==> src/rtl/assert_macros.svh <==
// Assertion helpers, compiled out for synthesis.
`ifndef ASSERT_MACROS_SVH
`define ASSERT_MACROS_SVH

`ifndef SYNTHESIS
// Property checked on every clock edge outside reset.
`define ASSERT_CLK(lbl, clk, rst_n, prop) \
    lbl: assert property (@(posedge clk) disable iff (!rst_n) (prop)) \
        else $error("assertion failed");
// Antecedent holds, consequent must hold on the following edge.
`define ASSERT_NEXT(lbl, clk, rst_n, ante, cons) \
    lbl: assert property (@(posedge clk) disable iff (!rst_n) (ante) |=> (cons)) \
        else $error("assertion failed");
`else
`define ASSERT_CLK(lbl, clk, rst_n, prop)
`define ASSERT_NEXT(lbl, clk, rst_n, ante, cons)
`endif

`endif

==> src/rtl/fafc_pkg.sv <==
`timescale 1ns / 1ps

package fafc_pkg;

    localparam int CAP_W      = 5;
    localparam int APB_ADDR_W = 3;
    localparam int CNT_W      = 32;

    localparam logic [CAP_W-1:0] CAP_RESET    = 5'd16;
    localparam logic             REG_CAPACITY = 1'b0;
    localparam logic [CNT_W-1:0] CNT_MAX      = 32'hFFFF_FFFF;

    typedef enum logic [2:0] {
        S_IDLE   = 3'b001,
        S_MATCH  = 3'b010,
        S_UPDATE = 3'b100
    } t_state;

    typedef struct packed {
        logic load;     // capture the block number
        logic compare;  // register the match vector
        logic update;   // resolve hit/miss, update tags and counters
    } t_dp_cmd;

endpackage

==> src/rtl/fifo_fully_assoc_cache_unit.sv <==
`timescale 1ns / 1ps
// Fully associative block cache with first-in-first-out replacement.
// Access channel: drive i_block_address with start high; the access is taken
// at a clock edge where start is high and busy is low. busy then stays high
// through the tag compare state and the hit/miss resolve and update state.
// Result: o_result_valid pulses for one cycle, from a done flag registered in
// the update state, with o_hit and the saturating running totals o_hit_total and
// o_miss_total. The receiver cannot stall; each result is there one cycle only.
// No new access is taken until the current one has passed the compare stage (all
// tags matched in parallel, match vector registered) and then the update stage.
// A new access can be taken in the cycle its predecessor's result is shown.
// Config: APB register 0 (byte address 0) is capacity, the number of entries in
// use (0 acts as 1, above ENTRIES acts as ENTRIES). Write only while idle.
// Reset (synchronous, active low): no entries filled, pointer and counters
// zero, capacity 16.

module fifo_fully_assoc_cache_unit #(
    parameter int ENTRIES    = 16,
    parameter int BLOCK_BITS = 16
) (
    input  logic                             i_clk,
    input  logic                             i_rst_n,
    input  logic                             start,
    output logic                             busy,
    input  logic [15:0]                      i_block_address,
    output logic                             o_result_valid,
    output logic                             o_hit,
    output logic [31:0]                      o_hit_total,
    output logic [31:0]                      o_miss_total,
    input  logic                             psel,
    input  logic                             penable,
    input  logic                             pwrite,
    input  logic [fafc_pkg::APB_ADDR_W-1:0]  paddr,
    input  logic [31:0]                      pwdata,
    output logic [31:0]                      prdata,
    output logic                             pready
);

    localparam int KEY_W = (BLOCK_BITS < 16) ? BLOCK_BITS : 16;

    logic [fafc_pkg::CAP_W-1:0] r_capacity;
    logic                       cfg_wr;
    fafc_pkg::t_dp_cmd          cmd;

    assign pready = 1'b1;
    assign cfg_wr = psel && penable && pwrite && pready;

    always_ff @(posedge i_clk) begin
        if (!i_rst_n) begin
            r_capacity <= fafc_pkg::CAP_RESET;
        end else if (cfg_wr && (paddr[2] == fafc_pkg::REG_CAPACITY)) begin
            r_capacity <= pwdata[fafc_pkg::CAP_W-1:0];
        end
    end

    assign prdata = (paddr[2] == fafc_pkg::REG_CAPACITY)
                  ? {{(32 - fafc_pkg::CAP_W){1'b0}}, r_capacity} : 32'd0;

    fafc_ctrl u_ctrl (
        .i_clk          (i_clk),
        .i_rst_n        (i_rst_n),
        .start          (start),
        .busy           (busy),
        .o_cmd          (cmd),
        .o_result_valid (o_result_valid)
    );

    fafc_dp #(
        .ENTRIES (ENTRIES),
        .KEY_W   (KEY_W)
    ) u_dp (
        .i_clk        (i_clk),
        .i_rst_n      (i_rst_n),
        .i_cmd        (cmd),
        .i_key        (i_block_address[KEY_W-1:0]),
        .i_capacity   (r_capacity),
        .o_hit        (o_hit),
        .o_hit_total  (o_hit_total),
        .o_miss_total (o_miss_total)
    );

endmodule

==> src/rtl/fafc_ctrl.sv <==
`timescale 1ns / 1ps
`include "assert_macros.svh"

module fafc_ctrl (
    input  logic              i_clk,
    input  logic              i_rst_n,
    input  logic              start,
    output logic              busy,
    output fafc_pkg::t_dp_cmd o_cmd,
    output logic              o_result_valid
);

    fafc_pkg::t_state r_state, n_state;
    logic             r_done;

    always_comb begin
        n_state = r_state;
        case (r_state)
            fafc_pkg::S_IDLE: begin
                if (start) begin
                    n_state = fafc_pkg::S_MATCH;
                end
            end
            fafc_pkg::S_MATCH: begin
                n_state = fafc_pkg::S_UPDATE;
            end
            fafc_pkg::S_UPDATE: begin
                n_state = fafc_pkg::S_IDLE;
            end
            default: begin
                n_state = fafc_pkg::S_IDLE;
            end
        endcase
    end

    always_ff @(posedge i_clk) begin
        if (!i_rst_n) begin
            r_state <= fafc_pkg::S_IDLE;
            r_done  <= 1'b0;
        end else begin
            r_state <= n_state;
            r_done  <= (r_state == fafc_pkg::S_UPDATE);
        end
    end

    assign busy           = (r_state != fafc_pkg::S_IDLE);
    assign o_cmd.load     = (r_state == fafc_pkg::S_IDLE) && start;
    assign o_cmd.compare  = (r_state == fafc_pkg::S_MATCH);
    assign o_cmd.update   = (r_state == fafc_pkg::S_UPDATE);
    assign o_result_valid = r_done;

    `ASSERT_NEXT(a_accept_to_match, i_clk, i_rst_n, start && !busy, r_state == fafc_pkg::S_MATCH)
    `ASSERT_CLK(a_done_after_update, i_clk, i_rst_n, !r_done || $past(r_state == fafc_pkg::S_UPDATE))

endmodule

==> src/rtl/fafc_dp.sv <==
`timescale 1ns / 1ps
`include "assert_macros.svh"

module fafc_dp #(
    parameter int ENTRIES = 16,
    parameter int KEY_W   = 16
) (
    input  logic                        i_clk,
    input  logic                        i_rst_n,
    input  fafc_pkg::t_dp_cmd           i_cmd,
    input  logic [KEY_W-1:0]            i_key,
    input  logic [fafc_pkg::CAP_W-1:0]  i_capacity,
    output logic                        o_hit,
    output logic [fafc_pkg::CNT_W-1:0]  o_hit_total,
    output logic [fafc_pkg::CNT_W-1:0]  o_miss_total
);

    localparam int IDX_W  = (ENTRIES > 1) ? $clog2(ENTRIES) : 1;
    localparam int FILL_W = $clog2(ENTRIES + 1);

    logic [KEY_W-1:0]          r_key;
    logic [KEY_W-1:0]          r_entries [ENTRIES];
    logic [ENTRIES-1:0]        r_match;
    logic [FILL_W-1:0]         r_fill, n_fill;
    logic [IDX_W-1:0]          r_ptr, n_ptr;
    logic [fafc_pkg::CNT_W-1:0] r_hit_cnt, n_hit_cnt;
    logic [fafc_pkg::CNT_W-1:0] r_miss_cnt, n_miss_cnt;
    logic                      r_hit;

    logic [FILL_W-1:0] eff_cap;
    logic [FILL_W-1:0] ptr_ext, victim, victim_nx;
    logic              hit_now;
    logic              wr_en;
    logic [IDX_W-1:0]  wr_idx;

    // capacity 0 behaves as 1, anything above the built size as the built size
    always_comb begin
        if (32'(i_capacity) > 32'(ENTRIES)) begin
            eff_cap = FILL_W'(ENTRIES);
        end else if (i_capacity == '0) begin
            eff_cap = FILL_W'(1);
        end else begin
            eff_cap = FILL_W'(i_capacity);
        end
    end

    assign hit_now = |r_match;

    always_comb begin
        ptr_ext    = FILL_W'(r_ptr);
        victim     = (ptr_ext >= eff_cap) ? '0 : ptr_ext;
        victim_nx  = victim + FILL_W'(1);
        n_fill     = r_fill;
        n_ptr      = r_ptr;
        n_hit_cnt  = r_hit_cnt;
        n_miss_cnt = r_miss_cnt;
        wr_en      = 1'b0;
        wr_idx     = r_fill[IDX_W-1:0];
        if (i_cmd.update) begin
            if (hit_now) begin
                if (r_hit_cnt != fafc_pkg::CNT_MAX) begin
                    n_hit_cnt = r_hit_cnt + 32'd1;
                end
            end else begin
                if (r_miss_cnt != fafc_pkg::CNT_MAX) begin
                    n_miss_cnt = r_miss_cnt + 32'd1;
                end
                wr_en = 1'b1;
                if (r_fill < eff_cap) begin
                    n_fill = r_fill + FILL_W'(1);
                end else begin
                    wr_idx = victim[IDX_W-1:0];
                    n_ptr  = (victim_nx >= eff_cap) ? '0 : victim_nx[IDX_W-1:0];
                end
            end
        end
    end

    // tag store: each entry has its own comparator, written at one index
    always_ff @(posedge i_clk) begin
        if (i_cmd.load) begin
            r_key <= i_key;
        end
        for (int i = 0; i < ENTRIES; i++) begin
            if (i_cmd.compare) begin
                r_match[i] <= (FILL_W'(i) < r_fill) && (r_entries[i] == r_key);
            end
            if (wr_en && (wr_idx == IDX_W'(i))) begin
                r_entries[i] <= r_key;
            end
        end
        if (i_cmd.update) begin
            r_hit <= hit_now;
        end
    end

    always_ff @(posedge i_clk) begin
        if (!i_rst_n) begin
            r_fill     <= '0;
            r_ptr      <= '0;
            r_hit_cnt  <= '0;
            r_miss_cnt <= '0;
        end else begin
            r_fill     <= n_fill;
            r_ptr      <= n_ptr;
            r_hit_cnt  <= n_hit_cnt;
            r_miss_cnt <= n_miss_cnt;
        end
    end

    assign o_hit        = r_hit;
    assign o_hit_total  = r_hit_cnt;
    assign o_miss_total = r_miss_cnt;

    `ASSERT_NEXT(a_fill_grows, i_clk, i_rst_n, i_cmd.update && !hit_now && (r_fill < eff_cap), r_fill == $past(r_fill) + FILL_W'(1))
    `ASSERT_NEXT(a_hit_keeps_misses, i_clk, i_rst_n, i_cmd.update && hit_now, $stable(r_miss_cnt) && $stable(r_fill) && $stable(r_ptr))
    `ASSERT_NEXT(a_ptr_in_range, i_clk, i_rst_n, i_cmd.update && !hit_now && (r_fill >= eff_cap), FILL_W'(r_ptr) < $past(eff_cap))

endmodule
==> config.mk <==
export PLATFORM = sky130hd
export DESIGN_NAME = fifo_fully_assoc_cache_unit
export DESIGN_NICKNAME = d
export VERILOG_FILES = /design/src/rtl/fafc_pkg.sv /design/src/rtl/fifo_fully_assoc_cache_unit.sv /design/src/rtl/fafc_ctrl.sv /design/src/rtl/fafc_dp.sv
export VERILOG_INCLUDE_DIRS = /design/src /design/src/rtl
export SDC_FILE = /design/constraint.sdc
export NUM_CORES = 1
export LEC_CHECK = 0
export BUFFER_PORTS_ARGS = -buffer_cell sky130_fd_sc_hd__buf_2
export CAP_MARGIN = 40
export CORE_ASPECT_RATIO = 0.6
export CORE_MARGIN = 5
export CORE_UTILIZATION = 64
export CTS_CLUSTER_SIZE = 24
export DETAILED_ROUTE_END_ITERATION = 7
export HOLD_SLACK_MARGIN = 0.12
export PLACE_DENSITY = 0.85
export SLEW_MARGIN = 10
export SYNTH_ARGS = -nofsm -noshare
export SYNTH_HDL_FRONTEND = slang
export SYNTH_SLANG_ARGS = --single-unit
==> constraint.sdc <==
create_clock -name i_clk -period 7.46 [get_ports i_clk]
set_input_delay 0 -clock i_clk [delete_from_list [all_inputs] [get_ports i_clk]]
set_output_delay 0 -clock i_clk [all_outputs]
set_load 0.05 [all_outputs]
==> impl_metrics.prom <==
# TYPE chip_impl_metric gauge
chip_impl_metric{name="drt-vias-per-instance",unit=""} 5.950
chip_impl_info{name="crit_slowest_cell",value="sky130_fd_sc_hd__nor2_1"} 1
chip_impl_metric{name="antenna_found_initial",unit=""} 0
chip_impl_metric{name="synth-xor-area-share",unit="%"} 16.53
chip_impl_metric{name="fillers",unit=""} 1571
chip_impl_metric{name="final.min_clock_period",unit="ns"} 4.174
chip_impl_metric{name="critPathBufInv",unit=""} 2
chip_impl_metric{name="ir_worst_vdd",unit="V"} 0.0001956
chip_impl_metric{name="drc",unit=""} 0
chip_impl_info{name="tritoncts",value="built"} 1
chip_impl_info{name="hold_class",value="in -> reg"} 1
chip_impl_metric{name="largest_net_degree_at_the_start_of_global_routing",unit=""} 49
chip_impl_metric{name="fp.dieH",unit="um"} 134.1
chip_impl_metric{name="hpwlAfterDp",unit="um"} 21950
chip_impl_metric{name="hold_critical_path_depth",unit=""} 2
chip_impl_metric{name="post_route_cells_drive_above_1_share",unit="%"} 13.93
chip_impl_metric{name="yosys.area_share.adder",unit="%"} 1.295
chip_impl_metric{name="number_of_global_route_vias_before_repair",unit=""} 10280
chip_impl_metric{name="netlist_instances",unit=""} 1275
chip_impl_metric{name="cap_violations",unit=""} 0
chip_impl_metric{name="yosys-mux-area-fraction",unit="%"} 0.3047
chip_impl_info{name="rr_startpoint",value="u_dp.r_match[1]"} 1
chip_impl_info{name="worstPathCellList",value="nor4_2 > and4_4 > inv_2 > nor2_1 > and2_1 > mux2i_1 > nor2_1 > buf_6"} 1
chip_impl_metric{name="design.final.nets",unit=""} 1492
chip_impl_info{name="critical_path.most_common_cell",value="sky130_fd_sc_hd__nor2_1"} 1
chip_impl_metric{name="placed_cell_areas",unit="um2"} 17300
chip_impl_metric{name="regToRegSetupSlack",unit="ns"} 3.29
chip_impl_metric{name="crit_fanout",unit=""} 13
chip_impl_metric{name="detail_route.wirelength",unit="um"} 36590
chip_impl_metric{name="synth_top_area_share",unit="%"} 52.83
chip_impl_metric{name="timing.final.crit_share",unit="%"} 55.95
chip_impl_metric{name="ys_types",unit=""} 57
chip_impl_metric{name="timing.final.setup_violations",unit=""} 0
chip_impl_metric{name="synthesis.area_per_instance",unit="um2"} 12.88
chip_impl_info{name="root_buffer_cell",value="sky130_fd_sc_hd__clkbuf_16"} 1
chip_impl_metric{name="synth.ff_latch_count",unit=""} 371
chip_impl_metric{name="floorplan.initialDensity",unit="%"} 64.97
chip_impl_metric{name="area.growth.synth_to_final",unit="%"} 14.05
chip_impl_metric{name="cts.reportedPaths.clkPinSlew",unit="ns"} 0.07
chip_impl_info{name="run_status",value="finished clean"} 1
chip_impl_metric{name="netlist_area",unit="um2"} 16430
chip_impl_metric{name="crit_path_max_incr_delay",unit="ns"} 0.77
chip_impl_metric{name="cts.sinks",unit=""} 371
chip_impl_metric{name="yosys.area_share.simple",unit="%"} 13.28
chip_impl_metric{name="drt_pre_antenna_iters",unit=""} 6
chip_impl_info{name="synth_flop_cell",value="sky130_fd_sc_hd__edfxtp_1"} 1
chip_impl_metric{name="worst-r2r-cell-count",unit=""} 8
chip_impl_metric{name="routed-via-count",unit=""} 10540
chip_impl_metric{name="htree_num_levels",unit=""} 2
chip_impl_info{name="critical_path.startpoint_type",value="register"} 1
chip_impl_metric{name="placeableCoreArea",unit="um2"} 25280
chip_impl_metric{name="ctsLongestPathBuffers",unit=""} 3
chip_impl_metric{name="crit_required",unit="ns"} 7.69
chip_impl_metric{name="synth_seq_area_share",unit="%"} 62.83
chip_impl_info{name="worst-setup-path-type",value="reg -> reg"} 1
chip_impl_metric{name="clk_lat_worst_skew",unit="ns"} 0.53
chip_impl_info{name="worst_hold_path.endpoint",value="u_dp.r_key[3]"} 1
chip_impl_metric{name="wl_per_cell",unit="um"} 20.65
chip_impl_info{name="unrepaired_setup_endpoints_after_global_routing",value="false"} 1
chip_impl_info{name="critical-path-top-delay-family",value="simple AND/OR/NAND/NOR gates"} 1
chip_impl_metric{name="die-area",unit="um2"} 29070
chip_impl_metric{name="final_design_area_no_fill",unit="um2"} 18730
chip_impl_metric{name="tightest_slew",unit="ns"} 1.003
chip_impl_metric{name="rows",unit=""} 45
chip_impl_metric{name="timing.final.max_slew_violations",unit=""} 0
chip_impl_metric{name="post_cts.repair.setup_buffers",unit=""} 0
chip_impl_info{name="library_cell_with_the_highest_instance_count_after_synthesis",value="sky130_fd_sc_hd__edfxtp_1"} 1
chip_impl_metric{name="tritoncts.num_buffers",unit=""} 34
chip_impl_metric{name="port_buffer_count",unit=""} 99
chip_impl_info{name="largest_family_of_logic_cells_by_synthesized_area",value="XOR/XNOR gates"} 1
chip_impl_metric{name="grt_use_total",unit="%"} 25.02
chip_impl_metric{name="global_route_wire_length_before_repair",unit="um"} 57260
chip_impl_metric{name="fin_tns_setup",unit="ns"} 0
chip_impl_metric{name="synth_enable_flop_cells",unit=""} 289
chip_impl_metric{name="gp_congestion",unit=""} 0.8879
chip_impl_metric{name="worstPathArrival",unit="ns"} 4.41
chip_impl_metric{name="grt_overflow_total",unit=""} 0
chip_impl_metric{name="antenna_cells",unit=""} 0
chip_impl_metric{name="drt_first_iter_violations",unit=""} 1147
chip_impl_metric{name="io_pins",unit=""} 157
chip_impl_metric{name="power_density",unit="nW/um2"} 227.7
chip_impl_metric{name="worst_slew_margin_rel",unit="%"} 32.85
chip_impl_metric{name="synthArstFlopShare",unit="%"} 0
chip_impl_metric{name="synthesis.yosys.warnings",unit=""} 0
chip_impl_metric{name="leakage",unit="uW"} 0.006492
chip_impl_metric{name="final.setup_skew",unit="ns"} 0.02509
chip_impl_info{name="regToRegEndpoint",value="u_dp.r_entries[1][11]"} 1
chip_impl_info{name="synth.area.top_cells",value="sky130_fd_sc_hd__edfxtp_1 53%, sky130_fd_sc_hd__dfxtp_1 10%, sky130_fd_sc_hd__xor2_1 9.1%"} 1
chip_impl_metric{name="max_fclk",unit="MHz"} 239.6
chip_impl_info{name="netlist.top_cell.by_area",value="sky130_fd_sc_hd__edfxtp_1"} 1
chip_impl_metric{name="hold_violations",unit=""} 0
chip_impl_metric{name="synth_compound_area_share",unit="%"} 2.917
chip_impl_metric{name="antenna_left",unit=""} 0
chip_impl_info{name="synth.cells.most_frequent",value="289 x sky130_fd_sc_hd__edfxtp_1, 171 x sky130_fd_sc_hd__xor2_1, 139 x sky130_fd_sc_hd__xnor2_1, 102 x sky130_fd_sc_hd__nor2_1, 82 x sky130_fd_sc_hd__dfxtp_1"} 1
chip_impl_info{name="worstHoldStart",value="i_block_address[3]"} 1
chip_impl_metric{name="die_w",unit="um"} 216.8
chip_impl_info{name="timing.critical_path.to_type",value="register"} 1
registers in the layout (all words and copies together) (netlist names):
| register | cells |
|---|---|
| u_dp.r_entries | 256 |
| u_dp.o_hit_total | 32 |
| u_dp.o_miss_total | 32 |
| u_dp.r_key | 16 |
| u_dp.r_match | 16 |
| r_capacity | 5 |
| u_dp.r_fill | 5 |
| u_dp.r_ptr | 4 |
| u_ctrl.r_state | 3 |
| u_ctrl.o_result_valid | 1 |
| u_dp.o_hit | 1 |
cell families after synthesis:
logic type	Yosys count
AND/OR/NAND/NOR	405
flip-flops	371
XOR/XNOR	310
buffers and inverters	94
AO/OA/AOI/OAI	71
adder cells (fa/ha/maj)	17
multiplexers	5
other	2
through the flow:
| stage | util (%) | hold WS (ns) | total power (uW) | setup WS (ns) | instances |
|---|---|---|---|---|---|
| 3_5_place_dp | 68.43 | 0.1781 | 2523 | 3.432 | 1682 |
| 5_1_grt | 74.10 | 0.1754 | 4406 | 3.136 | 1772 |
| 3_3_place_gp | 68.22 | 0.1767 | 2514 | 3.363 | 1677 |
| 2_1_floorplan | - | 0.09887 | 2466 | 4.402 | 1301 |
| 4_1_cts | 74.10 | 0.1581 | 4293 | 3.391 | 1772 |
| 6_report | 74.10 | 0.1824 | 4266 | 3.286 | 1772 |
power breakdown:
part	switching, uW	internal (uW)	total [uW]	leakage, uW
logic	174	74.1	248	0.00267
clock network	730	1050	1780	0.000560
registers	3.63	2240	2240	0.00327
total	908	3360	4270	0.00649
cell type report:
class / instances / area, um2 / share of cell area [%]
well taps: 329 / 411.6 / 2.197
clock buffers: 48 / 1002 / 5.350
clock inverters: 13 / 141.4 / 0.7547
inverters: 12 / 45.04 / 0.2404
multi-input cells: 836 / 5749 / 30.69
flip-flops and latches: 371 / 10320 / 55.09
repair buffers: 163 / 1064 / 5.677
placed cells by master, fill, tap and decap left out, types with 7 or more instances in the layout:
master,Yosys,routed
sky130_fd_sc_hd__clkbuf_16,0,38
sky130_fd_sc_hd__xor2_1,171,171
sky130_fd_sc_hd__dfxtp_1,82,82
sky130_fd_sc_hd__buf_4,28,31
sky130_fd_sc_hd__inv_1,9,8
sky130_fd_sc_hd__clkbuf_1,46,8
sky130_fd_sc_hd__xnor2_1,139,139
sky130_fd_sc_hd__nand4_1,58,58
sky130_fd_sc_hd__and3_1,13,13
sky130_fd_sc_hd__a21oi_1,16,16
sky130_fd_sc_hd__and2_1,13,13
sky130_fd_sc_hd__nor2_1,102,102
sky130_fd_sc_hd__nor4_1,49,49
sky130_fd_sc_hd__nor2b_1,8,8
sky130_fd_sc_hd__dlygate4sd3_1,0,29
sky130_fd_sc_hd__o21ai_0,15,15
sky130_fd_sc_hd__ha_1,17,17
sky130_fd_sc_hd__or3_1,8,8
sky130_fd_sc_hd__a31oi_1,7,7
sky130_fd_sc_hd__nand2_1,48,48
sky130_fd_sc_hd__nand3_1,33,33
sky130_fd_sc_hd__conb_1,2,28
sky130_fd_sc_hd__buf_2,1,99
sky130_fd_sc_hd__and4_1,10,10
sky130_fd_sc_hd__nor3_1,30,30
sky130_fd_sc_hd__edfxtp_1,289,289
what timing repair did:
item | 4_1_cts | 5_1_grt
hold buffers | 29 | 0
endpoints found under the hold margin | 54 | 0
gates resized for setup | 0 | 0
endpoints found under the setup margin | 0 | 0
routing by layer:
metal | GRT usage (%) | part of all wire, % | up-vias
li1 | - | - | 4853
met1 | 36.10 | 43 | 5183
met2 | 39.97 | 47 | 450
met3 | 4.805 | 8.2 | 58
met4 | 6.243 | 1.7 | 0
met5 | 0 | 0 | -
worst max-delay path by stage:
stage                     cells after the start             from               endpoint
after floorplan                               9    r_capacity[4]   u_dp.r_entries[0][0]
after global placement                        7  u_dp.r_match[5]  u_dp.r_entries[1][11]
after detailed placement                      8  u_dp.r_match[5]  u_dp.r_entries[1][11]
after CTS                                     8  u_dp.r_match[1]  u_dp.r_entries[1][11]
after global routing                          8  u_dp.r_match[1]  u_dp.r_entries[1][54]
final                                         8  u_dp.r_match[1]  u_dp.r_entries[1][11]
No activity file was read; power rests on OpenSTA's default activity.
